==> config.mk <==
export PLATFORM = sky130hd
export DESIGN_NAME = calendar_date_arithmetic
export DESIGN_NICKNAME = d
export VERILOG_FILES = /design/src/rtl/cda_pkg.sv /design/src/rtl/calendar_date_arithmetic.sv
export SDC_FILE = /design/constraint.sdc
export NUM_CORES = 1
export LEC_CHECK = 0
export ABC_CLOCK_PERIOD_IN_PS = 21600
export BUFFER_PORTS_ARGS = -buffer_cell sky130_fd_sc_hd__buf_2
export CELL_PAD_IN_SITES_DETAIL_PLACEMENT = 0
export CELL_PAD_IN_SITES_GLOBAL_PLACEMENT = 1
export CORE_UTILIZATION = 30
export DETAILED_ROUTE_END_ITERATION = 8
export GPL_TIMING_DRIVEN = 0
export PLACE_DENSITY_LB_ADDON = 0.1
export SKIP_CTS_REPAIR_TIMING = 1
export SLEW_MARGIN = 10
export SYNTH_ARGS = -nofsm -noshare
export SYNTH_HDL_FRONTEND = slang
export SYNTH_SLANG_ARGS = --single-unit
==> constraint.sdc <==
create_clock -name clk -period 21.6 [get_ports clk]
set_input_delay 4.32 -clock clk [delete_from_list [all_inputs] [get_ports clk]]
set_output_delay 4.32 -clock clk [all_outputs]
set_load 0.01 [all_outputs]
==> src/rtl/cda_pkg.sv <==
`timescale 1ns / 1ps
`default_nettype none
// ----------------------------------------------------------------------------
// cda_pkg: shared types and tables for the calendar date arithmetic block
// Opcodes, order codes, Gregorian month tables and range limits.
// ----------------------------------------------------------------------------
package cda_pkg;

  typedef enum logic [1:0] {
    OP_ADD     = 2'd0,
    OP_SUB     = 2'd1,
    OP_BETWEEN = 2'd2,
    OP_COMPARE = 2'd3
  } op_t;

  typedef enum logic [1:0] {
    ORD_EQUAL = 2'd0,
    ORD_BEFORE = 2'd1,
    ORD_AFTER = 2'd2
  } ord_t;

  localparam logic [13:0] YEAR_MAX  = 14'd9999;
  localparam logic [15:0] COUNT_MAX = 16'hFFFF;
  // Reciprocal of 100 scaled by 2^19, exact for every 14-bit year.
  localparam logic [26:0] RECIP_100 = 27'd5243;
  localparam int          RECIP_SH  = 19;

  // Length of a month; zero for codes that are not a month.
  function automatic logic [4:0] month_len(input logic [3:0] m, input logic leap);
    logic [4:0] len;
    case (m)
      4'd1, 4'd3, 4'd5, 4'd7, 4'd8, 4'd10, 4'd12: len = 5'd31;
      4'd4, 4'd6, 4'd9, 4'd11:                    len = 5'd30;
      4'd2:                                       len = leap ? 5'd29 : 5'd28;
      default:                                    len = 5'd0;
    endcase
    return len;
  endfunction

  // Days in the year before the first of month m.
  function automatic logic [8:0] days_before_month(input logic [3:0] m, input logic leap);
    logic [8:0] n;
    case (m)
      4'd2:    n = 9'd31;
      4'd3:    n = 9'd59;
      4'd4:    n = 9'd90;
      4'd5:    n = 9'd120;
      4'd6:    n = 9'd151;
      4'd7:    n = 9'd181;
      4'd8:    n = 9'd212;
      4'd9:    n = 9'd243;
      4'd10:   n = 9'd273;
      4'd11:   n = 9'd304;
      4'd12:   n = 9'd334;
      default: n = 9'd0;
    endcase
    if (leap && (m > 4'd2)) begin
      n = n + 9'd1;
    end
    return n;
  endfunction

endpackage
`default_nettype wire

==> src/rtl/calendar_date_arithmetic.sv <==
`timescale 1ns / 1ps
`default_nettype none
// ----------------------------------------------------------------------------
// calendar_date_arithmetic: Gregorian date add, subtract, distance, compare
// A small sequencer drives one shared year unit and a month stepper.
// ----------------------------------------------------------------------------
//  channel | direction | handshake           | payload
//  in_     | input     | in_valid / in_stall | opcode, date A, date B, delta_days
//  out_    | output    | out_valid/out_stall | result date, count, order, flags
//
// One word is worked on at a time; in_stall stays high until its result is taken.
// Between and compare pass through S_A1, S_A2, S_B1, S_B2, S_NUM and S_DIFF
// to S_OUT. Add and subtract step one month per cycle, plus a pass through
// the shared year unit (S_L1, S_L2) at each year wrap.
// Synchronous active-low reset returns the sequencer to idle, no result pending.
// A stalled result holds its value until out_stall drops.
module calendar_date_arithmetic
  import cda_pkg::*;
(
  input  wire logic        clk,
  input  wire logic        rst_n,
  input  wire logic        in_valid,
  output logic             in_stall,
  input  wire logic [1:0]  in_opcode,
  input  wire logic [13:0] in_a_year,
  input  wire logic [3:0]  in_a_month,
  input  wire logic [4:0]  in_a_day,
  input  wire logic [13:0] in_b_year,
  input  wire logic [3:0]  in_b_month,
  input  wire logic [4:0]  in_b_date_day,
  input  wire logic [15:0] in_delta_days,
  output logic             out_valid,
  input  wire logic        out_stall,
  output logic [13:0]      out_res_year,
  output logic [3:0]       out_res_month,
  output logic [4:0]       out_res_day,
  output logic [15:0]      out_days_count,
  output logic [1:0]       out_order,
  output logic             out_input_valid,
  output logic             out_saturated
);

  typedef enum logic [3:0] {
    S_IDLE, S_A1, S_A2, S_B1, S_B2, S_NUM, S_DIFF, S_STEP, S_L1, S_L2, S_OUT
  } state_t;

  state_t      state_r, state_nxt;
  logic        out_valid_r, out_valid_nxt;
  op_t         op_r, op_nxt;
  logic [13:0] y_r, y_nxt;
  logic [3:0]  m_r, m_nxt;
  logic [4:0]  d_r, d_nxt;
  logic [13:0] by_r, by_nxt;
  logic [3:0]  bm_r, bm_nxt;
  logic [4:0]  bd_r, bd_nxt;
  logic [15:0] r_r, r_nxt;
  logic        leap_r, leap_nxt;
  logic [21:0] dby_a_r, dby_a_nxt;
  logic [21:0] na_r, na_nxt;
  logic [21:0] nb_r, nb_nxt;
  logic [13:0] uy_r, uy_nxt;
  logic [6:0]  q100_r, q100_nxt;
  logic [15:0] cnt_r, cnt_nxt;
  ord_t        ord_r, ord_nxt;
  logic        valid_r, valid_nxt;
  logic        sat_r, sat_nxt;

  // Shared year unit: quotient by 100 through the reciprocal, registered in q100_r.
  logic [13:0] unit_y;
  logic [26:0] unit_prod;
  // From the registered year and quotient: remainder, leap flag and days before the year.
  logic [13:0] unit_rem;
  logic        rem_nz;
  logic        unit_leap;
  logic [21:0] unit_dby;

  // Clamped date B.
  logic [13:0] by_c;
  logic [3:0]  bm_c;
  logic [4:0]  blen;
  logic [4:0]  bd_c;

  logic [4:0]  cur_len;
  logic [4:0]  left_days;
  logic [4:0]  prev_len;
  logic [21:0] diff;

  always_comb begin
    by_c = (by_r > YEAR_MAX) ? YEAR_MAX : by_r;
    if (bm_r < 4'd1) begin
      bm_c = 4'd1;
    end else if (bm_r > 4'd12) begin
      bm_c = 4'd12;
    end else begin
      bm_c = bm_r;
    end
    unit_y    = (state_r == S_B1) ? by_c : y_r;
    unit_prod = {13'd0, unit_y} * RECIP_100;

    unit_rem  = uy_r - ({7'd0, q100_r} * 14'd100);
    rem_nz    = (unit_rem != 14'd0);
    unit_leap = ((uy_r[1:0] == 2'd0) && rem_nz) || (!rem_nz && (q100_r[1:0] == 2'd0));
    // 365*y + ceil(y/4) - ceil(y/100) + ceil(y/400), which is zero for year 0.
    unit_dby  = ({8'd0, uy_r} * 22'd365)
              + {10'd0, uy_r[13:2]} + {21'd0, (uy_r[1:0] != 2'd0)}
              - {15'd0, q100_r} - {21'd0, rem_nz}
              + {17'd0, q100_r[6:2]} + {21'd0, (rem_nz || (q100_r[1:0] != 2'd0))};

    blen = month_len(bm_c, unit_leap);
    if (bd_r < 5'd1) begin
      bd_c = 5'd1;
    end else if (bd_r > blen) begin
      bd_c = blen;
    end else begin
      bd_c = bd_r;
    end

    cur_len   = month_len(m_r, leap_r);
    left_days = cur_len - d_r;
    prev_len  = month_len(m_r - 4'd1, leap_r);
    diff      = (na_r > nb_r) ? (na_r - nb_r) : (nb_r - na_r);
  end

  always_comb begin
    state_nxt     = state_r;
    out_valid_nxt = out_valid_r;
    op_nxt        = op_r;
    y_nxt         = y_r;
    m_nxt         = m_r;
    d_nxt         = d_r;
    by_nxt        = by_r;
    bm_nxt        = bm_r;
    bd_nxt        = bd_r;
    r_nxt         = r_r;
    leap_nxt      = leap_r;
    dby_a_nxt     = dby_a_r;
    na_nxt        = na_r;
    nb_nxt        = nb_r;
    uy_nxt        = unit_y;
    q100_nxt      = unit_prod[RECIP_SH+6:RECIP_SH];
    cnt_nxt       = cnt_r;
    ord_nxt       = ord_r;
    valid_nxt     = valid_r;
    sat_nxt       = sat_r;

    unique case (state_r)
      S_IDLE: begin
        if (in_valid) begin
          op_nxt    = op_t'(in_opcode);
          y_nxt     = in_a_year;
          m_nxt     = in_a_month;
          d_nxt     = in_a_day;
          by_nxt    = in_b_year;
          bm_nxt    = in_b_month;
          bd_nxt    = in_b_date_day;
          r_nxt     = in_delta_days;
          cnt_nxt   = 16'd0;
          ord_nxt   = ORD_EQUAL;
          sat_nxt   = 1'b0;
          state_nxt = S_A1;
        end
      end
      S_A1: state_nxt = S_A2;
      S_A2: begin
        leap_nxt  = unit_leap;
        dby_a_nxt = unit_dby;
        valid_nxt = (y_r <= YEAR_MAX) && (d_r >= 5'd1) && (d_r <= month_len(m_r, unit_leap));
        if (!valid_nxt) begin
          y_nxt         = 14'd0;
          m_nxt         = 4'd1;
          d_nxt         = 5'd1;
          out_valid_nxt = 1'b1;
          state_nxt     = S_OUT;
        end else if ((op_r == OP_ADD) || (op_r == OP_SUB)) begin
          state_nxt = S_STEP;
        end else begin
          state_nxt = S_B1;
        end
      end
      S_B1: state_nxt = S_B2;
      S_B2: begin
        nb_nxt    = unit_dby + {13'd0, days_before_month(bm_c, unit_leap)}
                  + {17'd0, bd_c} - 22'd1;
        state_nxt = S_NUM;
      end
      S_NUM: begin
        na_nxt    = dby_a_r + {13'd0, days_before_month(m_r, leap_r)}
                  + {17'd0, d_r} - 22'd1;
        state_nxt = S_DIFF;
      end
      S_DIFF: begin
        if (op_r == OP_BETWEEN) begin
          if (diff > {6'd0, COUNT_MAX}) begin
            cnt_nxt = COUNT_MAX;
            sat_nxt = 1'b1;
          end else begin
            cnt_nxt = diff[15:0];
          end
        end else if (na_r == nb_r) begin
          ord_nxt = ORD_EQUAL;
        end else if (na_r < nb_r) begin
          ord_nxt = ORD_BEFORE;
        end else begin
          ord_nxt = ORD_AFTER;
        end
        out_valid_nxt = 1'b1;
        state_nxt     = S_OUT;
      end
      S_STEP: begin
        if (op_r == OP_ADD) begin
          if (r_r <= {11'd0, left_days}) begin
            d_nxt         = d_r + r_r[4:0];
            out_valid_nxt = 1'b1;
            state_nxt     = S_OUT;
          end else if ((y_r == YEAR_MAX) && (m_r == 4'd12)) begin
            d_nxt         = 5'd31;
            sat_nxt       = 1'b1;
            out_valid_nxt = 1'b1;
            state_nxt     = S_OUT;
          end else begin
            r_nxt = r_r - {11'd0, left_days} - 16'd1;
            d_nxt = 5'd1;
            if (m_r == 4'd12) begin
              m_nxt     = 4'd1;
              y_nxt     = y_r + 14'd1;
              state_nxt = S_L1;
            end else begin
              m_nxt = m_r + 4'd1;
            end
          end
        end else begin
          if (r_r < {11'd0, d_r}) begin
            d_nxt         = d_r - r_r[4:0];
            out_valid_nxt = 1'b1;
            state_nxt     = S_OUT;
          end else if ((y_r == 14'd0) && (m_r == 4'd1)) begin
            d_nxt         = 5'd1;
            sat_nxt       = 1'b1;
            out_valid_nxt = 1'b1;
            state_nxt     = S_OUT;
          end else begin
            // Subtracting the day of month lands on the last day of the month before.
            r_nxt = r_r - {11'd0, d_r};
            if (m_r == 4'd1) begin
              m_nxt     = 4'd12;
              d_nxt     = 5'd31;
              y_nxt     = y_r - 14'd1;
              state_nxt = S_L1;
            end else begin
              m_nxt = m_r - 4'd1;
              d_nxt = prev_len;
            end
          end
        end
      end
      S_L1: state_nxt = S_L2;
      S_L2: begin
        leap_nxt  = unit_leap;
        state_nxt = S_STEP;
      end
      S_OUT: begin
        if (!out_stall) begin
          out_valid_nxt = 1'b0;
          state_nxt     = S_IDLE;
        end
      end
      default: state_nxt = S_IDLE;
    endcase
  end

  always_ff @(posedge clk) begin
    if (!rst_n) begin
      state_r     <= S_IDLE;
      out_valid_r <= 1'b0;
    end else begin
      state_r     <= state_nxt;
      out_valid_r <= out_valid_nxt;
    end
    op_r    <= op_nxt;
    y_r     <= y_nxt;
    m_r     <= m_nxt;
    d_r     <= d_nxt;
    by_r    <= by_nxt;
    bm_r    <= bm_nxt;
    bd_r    <= bd_nxt;
    r_r     <= r_nxt;
    leap_r  <= leap_nxt;
    dby_a_r <= dby_a_nxt;
    na_r    <= na_nxt;
    nb_r    <= nb_nxt;
    uy_r    <= uy_nxt;
    q100_r  <= q100_nxt;
    cnt_r   <= cnt_nxt;
    ord_r   <= ord_nxt;
    valid_r <= valid_nxt;
    sat_r   <= sat_nxt;
  end

  assign in_stall        = (state_r != S_IDLE);
  assign out_valid       = out_valid_r;
  assign out_res_year    = y_r;
  assign out_res_month   = m_r;
  assign out_res_day     = d_r;
  assign out_days_count  = cnt_r;
  assign out_order       = ord_r;
  assign out_input_valid = valid_r;
  assign out_saturated   = sat_r;

`ifndef SYNTHESIS
  a_no_result_after_accept: assert property (@(posedge clk) disable iff (!rst_n)
    (in_valid && !in_stall) |=> !out_valid)
    else $error("result shown one cycle after a word was accepted");

  a_invalid_fixed: assert property (@(posedge clk) disable iff (!rst_n)
    (out_valid && !out_input_valid) |-> ((out_res_year == 14'd0) && (out_res_month == 4'd1)
      && (out_res_day == 5'd1) && (out_days_count == 16'd0) && !out_saturated))
    else $error("invalid date A did not give the fixed result");

  a_step_ops_no_count: assert property (@(posedge clk) disable iff (!rst_n)
    (out_valid && ((op_r == OP_ADD) || (op_r == OP_SUB)))
      |-> ((out_days_count == 16'd0) && (out_order == ORD_EQUAL)))
    else $error("add or subtract produced a count or order");

  a_result_date_sane: assert property (@(posedge clk) disable iff (!rst_n)
    out_valid |-> ((out_res_month >= 4'd1) && (out_res_month <= 4'd12)
      && (out_res_day >= 5'd1) && (out_res_year <= YEAR_MAX)))
    else $error("result date out of range");

  a_stall_only_busy: assert property (@(posedge clk) disable iff (!rst_n)
    out_valid |-> in_stall)
    else $error("input accepted while a result is pending");
`endif

endmodule
`default_nettype wire

==> results of run 1 <==
## path summary, 6_finish.rpt
check	slack, ps	from	to
setup reg to reg	10370	q100_r[2]	nb_r[21]
hold / removal	590	out_valid	out_valid
hold reg to reg	590	out_valid	out_valid
setup / recovery	10370	q100_r[2]	nb_r[21]
## cells in the mapped netlist (22+ instances only)
master,count
xor2_1,45
clkbuf_1,44
nand2b_1,27
edfxtp_1,151
mux2i_1,35
dfxtp_1,35
nor2b_1,31
nor2_1,127
a21oi_1,142
ha_1,423
nand2_1,119
inv_1,479
o21a_1,22
xnor2_1,101
o21ai_0,120
a21o_1,53
nand3_1,29
nor3_1,51
fa_1,155
## kinds of logic after synthesis
logic type / Yosys count
fa+ha+maj: 578
flops: 186
buf+inv: 530
compound gates: 499
simple gates: 484
xor+xnor: 148
mux: 40
## final cells by class
class / instances / share of cell area
Antenna cell: 1 / 0.0000984
Buffer: 49 / 0.00778
Clock buffer: 17 / 0.0167
Clock inverter: 15 / 0.00709
Inverter: 481 / 0.0710
Multi-Input combinational cell: 1749 / 0.619
Sequential cell: 186 / 0.206
Tap cell: 978 / 0.0481
Timing Repair Buffer: 117 / 0.0240
## critical path: cells and delay by family, from the launching register on
family          cells  cell delay, ps
compound gates     19            4330
xor+xnor            3             670
fa+ha+maj          13            4360
buf+inv             7             610
flops               1             520
mux                 1             150
simple gates        3             270
## stage by stage
step | worst slack [ps] | hold WS (ps)
final | 10370 | 588
after floorplan | 11830 | 529
after global placement | 10210 | 570
after detailed placement | 10220 | 573
after global routing | 9510 | 648
after CTS | 10190 | 603
## routing by layer
layer	wire, microns	track usage	vias up
li1	-	-	8630
met2	29000	0.276	187
met5	0	0	-
met1	28900	0.207	8077
met3	1260	0.0200	45
met4	772	0.0392	0
## state kept, by name, indices dropped and copies added, names as in the netlist, 7 cells and up, named ones only
| register | count |
|---|---|
| dby_a_r | 22 |
| na_r | 22 |
| nb_r | 22 |
| out_days_count | 16 |
| r_r | 16 |
| by_r | 14 |
| out_res_year | 14 |
| uy_r | 14 |
| q100_r | 7 |
==> summary.txt, run 1 <==
Status
  – Result of the run: finished clean

GRT
  – Largest net degree at the start of global routing: 27
  – Total overflow reported by the global router: 0
  – Global-route wire length before repair: 96.2 mm
  – Aggregate global-route resource usage: 0.159
  – Number of global-route vias before repair: approximately 18,000
  – Number of antenna violations at the first check in global routing: 1

Worst setup path
  – Crit path kind: register to register
  – Peak fanout along the critical path: 8
  – Critical path startpoint category: register
  – Kind of end point of the critical path: register
  – Data arrival time of the critical path: 11,440 ps
  – Worst reg-to-reg path cell count: 46
  – Maximum cell stage delay along the critical path: 560 ps
  – Required time at the endpoint of the critical path: 21,820 ps
  – Critical Path Most Common Cell: ha_1
  – Slowest CP cell: a211oi_4

Synthesis
  – Main combinational cell family by area after synthesis: adder cells
  – Most area-hungry cell type in the Yosys netlist: ha_1
  – Post-synthesis async set-or-reset flop share: 0
  – Post-Syn Nets: 3,111
  – Number of enable-type register cells in the synthesized netlist: 151
  – Summed instance area of the synthesized netlist: 23,000 sq um
  – Post-synthesis compound-gate area fraction: 0.140
  – Cell count after synthesis: 2,465
  – Simple-gate share of the synthesized area: 0.104
  – Parity-gate share of the synthesized area counting xor and xnor cells: 0.0576
  – Yosys warnings: 0
  – Dominant register cell in the synthesized netlist: edfxtp_1
  – #FFs+latches synth: between 150 and 200
  – Area share of fa/ha/maj cells after synthesis: 0.366
  – Mean Syn Cell Area: 9.32 sq um
  – Mux share of post-synthesis cell area: 0.0179
  – Yosys cell types: 84
  – Top post-synthesis cells by area: ha_1, edfxtp_1, fa_1
  – Fraction of the yosys area taken by sequential cells: 0.228
  – Area share of the largest cell type after synthesis: 0.230

Timing
  – Tightest slew margin relative to the limit: 0.212
  – Max Clock Skew: 28.8 ps
  – Final Slew Violations: 0
  – Final setup violation count: 0
  – Final-layout setup total negative slack: 0 ps
  – Pin slew with the least headroom to its limit: 1180 ps
  – Hold Fails Final Rpt: 0
  – Final worst path period need: 11,230 ps
  – Max Clk Rate: a little under 90 MHz
  – Setup repair after global routing missed its margin: false
  – Final worst-path cycle share: 0.520

Drt
  – Number of iterations in the first detailed-routing pass: 5
  – Final routed DRC violation total: 0
  – Count of antenna-violating nets left after detailed routing: 0
  – WL final: 59.9 mm
  – Wire length per cell: 16.7 microns
  – Total number of vias: between 15,000 and 20,000
  – Vias per cell: around 4.7
  – First-iteration detailed-routing DRC count: around 730

Clock tree
  – H-tree levels: 4
  – Sink count of the clock tree: approximately 190
  – Number of buffers created by CTS: 17
  – Maximum clock path buffer count: 2
  – Clock root cell: clkbuf_16
  – TritonCTS clock tree: built
  – Clock transition at the registers of the reported paths: 100 ps
  – Clk_lat worst skew: approximately 510 ps

Placement
  – Number of placed instances, taps included: 3,560
  – Input/output buffers: 112
  – Final Wtd Congestion: 0.853
  – Placed Area: roughly 25,000 sq um
  – Detailed Place HPWL: around 51 mm

Min path
  – Class of the worst hold path: register to register
  – Cells on Worst Hold Path: 2

Die
  – Height of the die: around 280 microns
  – Placeable core region: 75,800 sq um
  – Initial Utilization: 0.303
  – Count of standard-cell rows: 101
  – Boundary Pins: about 110
  – Die Area: about 78,000 sq um
  – Die width: around 280 microns

Cells and area
  – Post-route design area: 25,400 sq um
  – Fraction of final layout cells with drive strength greater than 1: 0.0735
  – Most common cell after layout, fill and taps aside: inv_1
  – Area of the multi-input gates: 15,700 sq um
  – Most used cells in the layout excluding fill and tap cells: inv_1, ha_1, fa_1
  – Core utilization of the finished layout: 0.335
  – Area added between synthesis and finish: 10.7%
  – Number of fill cells: 7,863
  – Cell Count, Final, Fillers Out: approximately 3,600
  – Nets@finish: ~3,200
  – Footprint of the flip-flops and latches: 5240 sq um

Flow run
  – Maxcap violations: 0
Power of run 1 is not shown: default switching activity piles up to over one toggle a cycle in this logic, so the estimate is an artifact.
==> run 2: changes to the inputs <==
Settings changed: ABC_CLOCK_PERIOD_IN_PS 21600 to 11700.
Clock period 21.6 ns to 11.7 ns, I/O delays scaled along.
==> summary.txt, run 2 (same netlist as run 1, synthesis figures left out) <==
Status
  – Result of the run: finished clean (unchanged)

GRT
  – Largest net degree at the start of global routing: 27 (unchanged)
  – Number of antenna violations at the first check in global routing: 1 (unchanged)
  – Number of global-route vias before repair: 17,900 (unchanged)
  – Met2 GRT Util: 0.276 (unchanged)
  – Aggregate global-route resource usage: 0.159 (unchanged)
  – Total overflow reported by the global router: 0 (unchanged)
  – Met1 Usage GRT: 0.207 (unchanged)
  – Global-route wire length before repair: 96.2 mm (unchanged)
  – GRT Max-Usage Layer: met2 (unchanged)
  – Met3 Track Usage GR: 0.0200 (unchanged)

Die
  – Placeable core region: 75,800 sq um (unchanged)
  – Die width: 279 microns (unchanged)
  – Boundary Pins: 113 (unchanged)
  – Count of standard-cell rows: 101 (unchanged)
  – Height of the die: 279 microns (unchanged)
  – Initial Utilization: 0.303 (unchanged)
  – Die Area: 77,700 sq um (unchanged)

Timing
  – Final Slew Violations: 0 (unchanged)
  – Max Clk Rate: 92.8 MHz (was 89.1 MHz)
  – Tightest slew margin relative to the limit: 0.207 (was 0.212)
  – Final worst path period need: 10,770 ps (was 11,230 ps)
  – Setup repair after global routing missed its margin: false (unchanged)
  – Final setup violation count: 0 (unchanged)
  – Hold Fails Final Rpt: 0 (unchanged)
  – Max Clock Skew: 27.0 ps (was 28.8 ps)
  – Final-layout setup total negative slack: 0 ps (unchanged)
  – Final worst-path cycle share: 0.921 (was 0.520)
  – Pin slew with the least headroom to its limit: 1190 ps (was 1180 ps)

Clock tree
  – Sink count of the clock tree: 186 (unchanged)
  – H-tree levels: 4 (unchanged)
  – Clock transition at the registers of the reported paths: 90 ps (was 100 ps)
  – TritonCTS clock tree: built (unchanged)
  – Clock root cell: clkbuf_16 (unchanged)
  – Clk_lat worst skew: 510 ps (about the same)
  – Maximum clock path buffer count: 2 (unchanged)
  – Number of buffers created by CTS: 17 (unchanged)

Cells and area
  – Nets@finish: 3,248 (was 3,247)
  – Largest registers ranked by flip-flop count: dby_a_r: 22 flops, na_r: 22 flops, nb_r: 22 flops (unchanged)
  – Most used cells in the layout excluding fill and tap cells: inv_1, ha_1, fa_1 (unchanged)
  – Area added between synthesis and finish: 10.7% (about the same)
  – Area of the multi-input gates: 15,700 sq um (unchanged)
  – Most common cell after layout, fill and taps aside: inv_1 (unchanged)
  – Footprint of the flip-flops and latches: 5240 sq um (unchanged)
  – Number of fill cells: 7,862 (was 7,863)
  – Fraction of final layout cells with drive strength greater than 1: 0.0738 (was 0.0735)

Placement
  – Detailed Place HPWL: 50.9 mm (unchanged)
  – Final Wtd Congestion: 0.853 (unchanged)
  – Input/output buffers: 112 (unchanged)

Worst setup path
  – Slowest CP cell: dfxtp_1 (was a211oi_4)
  – Critical path startpoint category: register (unchanged)
  – Required time at the endpoint of the critical path: 11,920 ps (was 21,820 ps)
  – Number of buffers and inverters on the critical path: 7 (unchanged)
  – Crit path kind: register to register (unchanged)
  – Top Family by Delay on Critical Path: adder cells (unchanged)
  – Data arrival time of the critical path: 10,990 ps (was 11,440 ps)
  – Peak fanout along the critical path: 8 (unchanged)
  – Maximum cell stage delay along the critical path: 520 ps (was 560 ps)
  – Critical Path Most Common Cell: ha_1 (unchanged)
  – Kind of end point of the critical path: register (unchanged)

Drt
  – WL final: 59.8 mm (was 59.9 mm)
  – Wire length per cell: 16.6 microns (was 16.7 microns)
  – Vias per cell: 4.71 (about the same)
  – Final routed DRC violation total: 0 (unchanged)
  – Count of antenna-violating nets left after detailed routing: 0 (unchanged)
  – Number of iterations in the first detailed-routing pass: 6 (was 5)
  – Total number of vias: 16,900 (about the same)
  – First-iteration detailed-routing DRC count: 737 (was 734)

Flow run
  – Maxcap violations: 0 (unchanged)

Min path
  – Class of the worst hold path: register to register (unchanged)
run 2: changes by cell type in the layout (fill, tap and decap cells not counted):
cell     delta
o21ai_1     +1
buf_4       +1
o21ai_0     -1
run 2: layer usage:
metal | vias to the layer above | share of wire
met5 | - | 0
met1 | 8070 | 0.48
met3 | 45 | 0.020
li1 | 8633 | -
met4 | 0 | 0.013
met2 | 180 | 0.48
run 2: layout make-up:
class                   instances  area share
diodes                          1   0.0000984
plain buffers                  49     0.00777
clock buffers                  17      0.0167
clock inverters                15     0.00708
inverters                     481      0.0710
multi-input cells            1749       0.619
flip-flops and latches        186       0.206
well taps                     978      0.0481
repair buffers                118      0.0243
run 2: worst reg2reg max path, delay by kind of cell, from the launching register on:
kind	cells	cell delay, ps
adders and majority gates	13	4290
AOI/OAI and AO/OA	19	3970
xor gates and xnor gates	3	670
buffers and inverters	7	610
DFF	1	520
and+or+nand+nor	3	270
muxes	1	150
run 2: metrics by stage:
step           utilization  worst slack (ps)  hold WS (ps)  cells  instance area (sq um)
5_1_grt              0.335               133           648   3594                  25400
3_3_place_gp         0.326               308           570   3555                  24800
6_report             0.335               928           587   3594                  25400
2_1_floorplan            -              1930           529   2465                  23000
3_5_place_dp         0.327               316           573   3560                  24800
4_1_cts              0.335               287           603   3592                  25400
run 2: path summary, 6_finish.rpt:
check / from / end / slack, ps / depth (start not counted)
max: q100_r[2] / nb_r[21] / 930 / 46
min: out_valid / out_valid / 590 / 2
max reg2reg: q100_r[2] / nb_r[21] / 930 / 46
min reg2reg: out_valid / out_valid / 590 / 2
Power of run 2 is left out for the same reason.
==> run 3: changes to the inputs <==
Settings changed: CORE_UTILIZATION 30 to 50.
==> summary.txt, run 3 (same netlist as run 1, synthesis figures left out) <==
Status
  – Result of the run: finished clean (unchanged)

Cells and area
  – Largest registers ranked by flip-flop count: dby_a_r: 22 flops, na_r: 22 flops, nb_r: 22 flops (unchanged)
  – Fraction of final layout cells with drive strength greater than 1: 0.0745 (was 0.0738)
  – Core utilization of the finished layout: 0.550 (was 0.335)
  – Most common cell after layout, fill and taps aside: inv_1 (unchanged)
  – Most used cells in the layout excluding fill and tap cells: inv_1, ha_1, fa_1 (unchanged)
  – Area added between synthesis and finish: 8.71% (was 10.7%)
  – Nets@finish: 3,250 (was 3,248)

Timing
  – Hold Fails Final Rpt: 0 (unchanged)
  – Final Slew Violations: 0 (unchanged)
  – Final setup violation count: 0 (unchanged)
  – Final worst-path cycle share: 0.927 (was 0.921)
  – Max Clk Rate: 92.2 MHz (was 92.8 MHz)
  – Max Clock Skew: 14.8 ps (was 27.0 ps)
  – Final worst path period need: 10,850 ps (was 10,770 ps)
  – Setup repair after global routing missed its margin: false (unchanged)
  – Final-layout setup total negative slack: 0 ps (unchanged)
  – Pin slew with the least headroom to its limit: 1150 ps (was 1190 ps)
  – Tightest slew margin relative to the limit: 0.230 (was 0.207)

GRT
  – Met2 GRT Util: 0.411 (was 0.276)
  – Number of global-route vias before repair: 17,700 (was 17,900)
  – Largest net degree at the start of global routing: 27 (unchanged)
  – Met3 Track Usage GR: 0.0272 (was 0.0200)
  – GRT Max-Usage Layer: met2 (unchanged)
  – Total overflow reported by the global router: 0 (unchanged)
  – Met1 Usage GRT: 0.304 (was 0.207)
  – Global-route wire length before repair: 87.8 mm (was 96.2 mm)
  – Number of antenna violations at the first check in global routing: 3 (was 1)
  – Aggregate global-route resource usage: 0.236 (was 0.159)

Clock tree
  – H-tree levels: 4 (unchanged)
  – Clock transition at the registers of the reported paths: 80 ps (was 90 ps)
  – Sink count of the clock tree: 186 (unchanged)
  – Clock root cell: clkbuf_16 (unchanged)
  – TritonCTS clock tree: built (unchanged)
  – Clk_lat worst skew: 490 ps (was 510 ps)
  – Number of buffers created by CTS: 17 (unchanged)
  – Maximum clock path buffer count: 2 (unchanged)

Worst setup path
  – Data arrival time of the critical path: 11,070 ps (was 10,990 ps)
  – Required time at the endpoint of the critical path: 11,920 ps (about the same)
  – Peak fanout along the critical path: 8 (unchanged)
  – Slowest CP cell: fa_1 (was dfxtp_1)
  – Kind of end point of the critical path: register (unchanged)
  – Worst reg-to-reg path cell count: 46 (unchanged)
  – Maximum cell stage delay along the critical path: 470 ps (was 520 ps)
  – Crit path kind: register to register (unchanged)
  – Critical Path Most Common Cell: ha_1 (unchanged)
  – Critical path startpoint category: register (unchanged)

Die
  – Initial Utilization: 0.506 (was 0.303)
  – Height of the die: 216 microns (was 279 microns)
  – Die Area: 46,800 sq um (was 77,700 sq um)
  – Die width: 216 microns (was 279 microns)
  – Placeable core region: 45,400 sq um (was 75,800 sq um)
  – Count of standard-cell rows: 78 (was 101)
  – Boundary Pins: 113 (unchanged)

Drt
  – Number of iterations in the first detailed-routing pass: 8 (was 6)
  – Final routed DRC violation total: 0 (unchanged)
  – Total number of vias: 17,100 (was 16,900)
  – WL final: 53.1 mm (was 59.8 mm)
  – Wire length per cell: 16.5 microns (was 16.6 microns)
  – First-iteration detailed-routing DRC count: 793 (was 737)
  – Vias per cell: 5.32 (was 4.71)
  – Count of antenna-violating nets left after detailed routing: 0 (unchanged)

Placement
  – Final Wtd Congestion: 0.923 (was 0.853)
  – Input/output buffers: 112 (unchanged)
  – Detailed Place HPWL: 44.8 mm (was 50.9 mm)

Flow run
  – Maxcap violations: 0 (unchanged)

Min path
  – Cells on Worst Hold Path: 2 (unchanged)
  – Class of the worst hold path: register to register (unchanged)
==> run 3: cell count changes in the layout (fill, tap and decap cells not counted), moves of 2 or more <==
| cell | before | now |
|---|---|---|
| inv_6 | 2 | 7 |
| inv_8 | 3 | 0 |
| buf_4 | 4 | 6 |
| clkinv_8 | 4 | 2 |
| diode_2 | 1 | 3 |
==> run 3: layout make-up <==
class / instances / area [sq um]
Antenna cell: 3 / 7.51
Tap cell: 600 / 751
Clock inverter: 14 / 154
Sequential cell: 186 / 5240
Buffer: 49 / 198
Fill cell: 4199 / 20400
Multi-Input combinational cell: 1749 / 15700
Clock buffer: 18 / 439
Inverter: 481 / 1810
Timing Repair Buffer: 120 / 633
==> run 3: critical path, delay by kind of cell, from the launching register on <==
| kind | cells | cell delay [ps] |
|---|---|---|
| compound gates | 19 | 4130 |
| xor+xnor | 3 | 690 |
| fa+ha+maj | 13 | 4280 |
| buf+inv | 7 | 590 |
| flops | 1 | 440 |
| mux | 1 | 150 |
| simple gates | 3 | 270 |
==> run 3: routing by layer <==
| metal | share of wire | vias to the layer above |
|---|---|---|
| li1 | - | 8655 |
| met1 | 0.46 | 8192 |
| met2 | 0.49 | 234 |
| met3 | 0.028 | 58 |
| met4 | 0.023 | 0 |
| met5 | 0 | - |
==> run 3: final timing paths <==
kind | startpoint | slack (ps) | to
setup / recovery | q100_r[2] | 850 | nb_r[21]
hold / removal | out_valid | 580 | out_valid
setup reg to reg | q100_r[2] | 850 | nb_r[21]
hold reg to reg | out_valid | 580 | out_valid
==> run 3: stage by stage <==
stage | worst slack (ps) | instances | hold WS [ps] | instance area, sq um
final | 854 | 3220 | 580 | 25000
after global routing | 3.23 | 3220 | 620 | 25000
after CTS | 305 | 3215 | 586 | 24900
after detailed placement | 333 | 3183 | 568 | 24300
after global placement | 499 | 3177 | 557 | 24300
after floorplan | 1930 | 2465 | 529 | 23000
Power of run 3 is left out for the same reason.
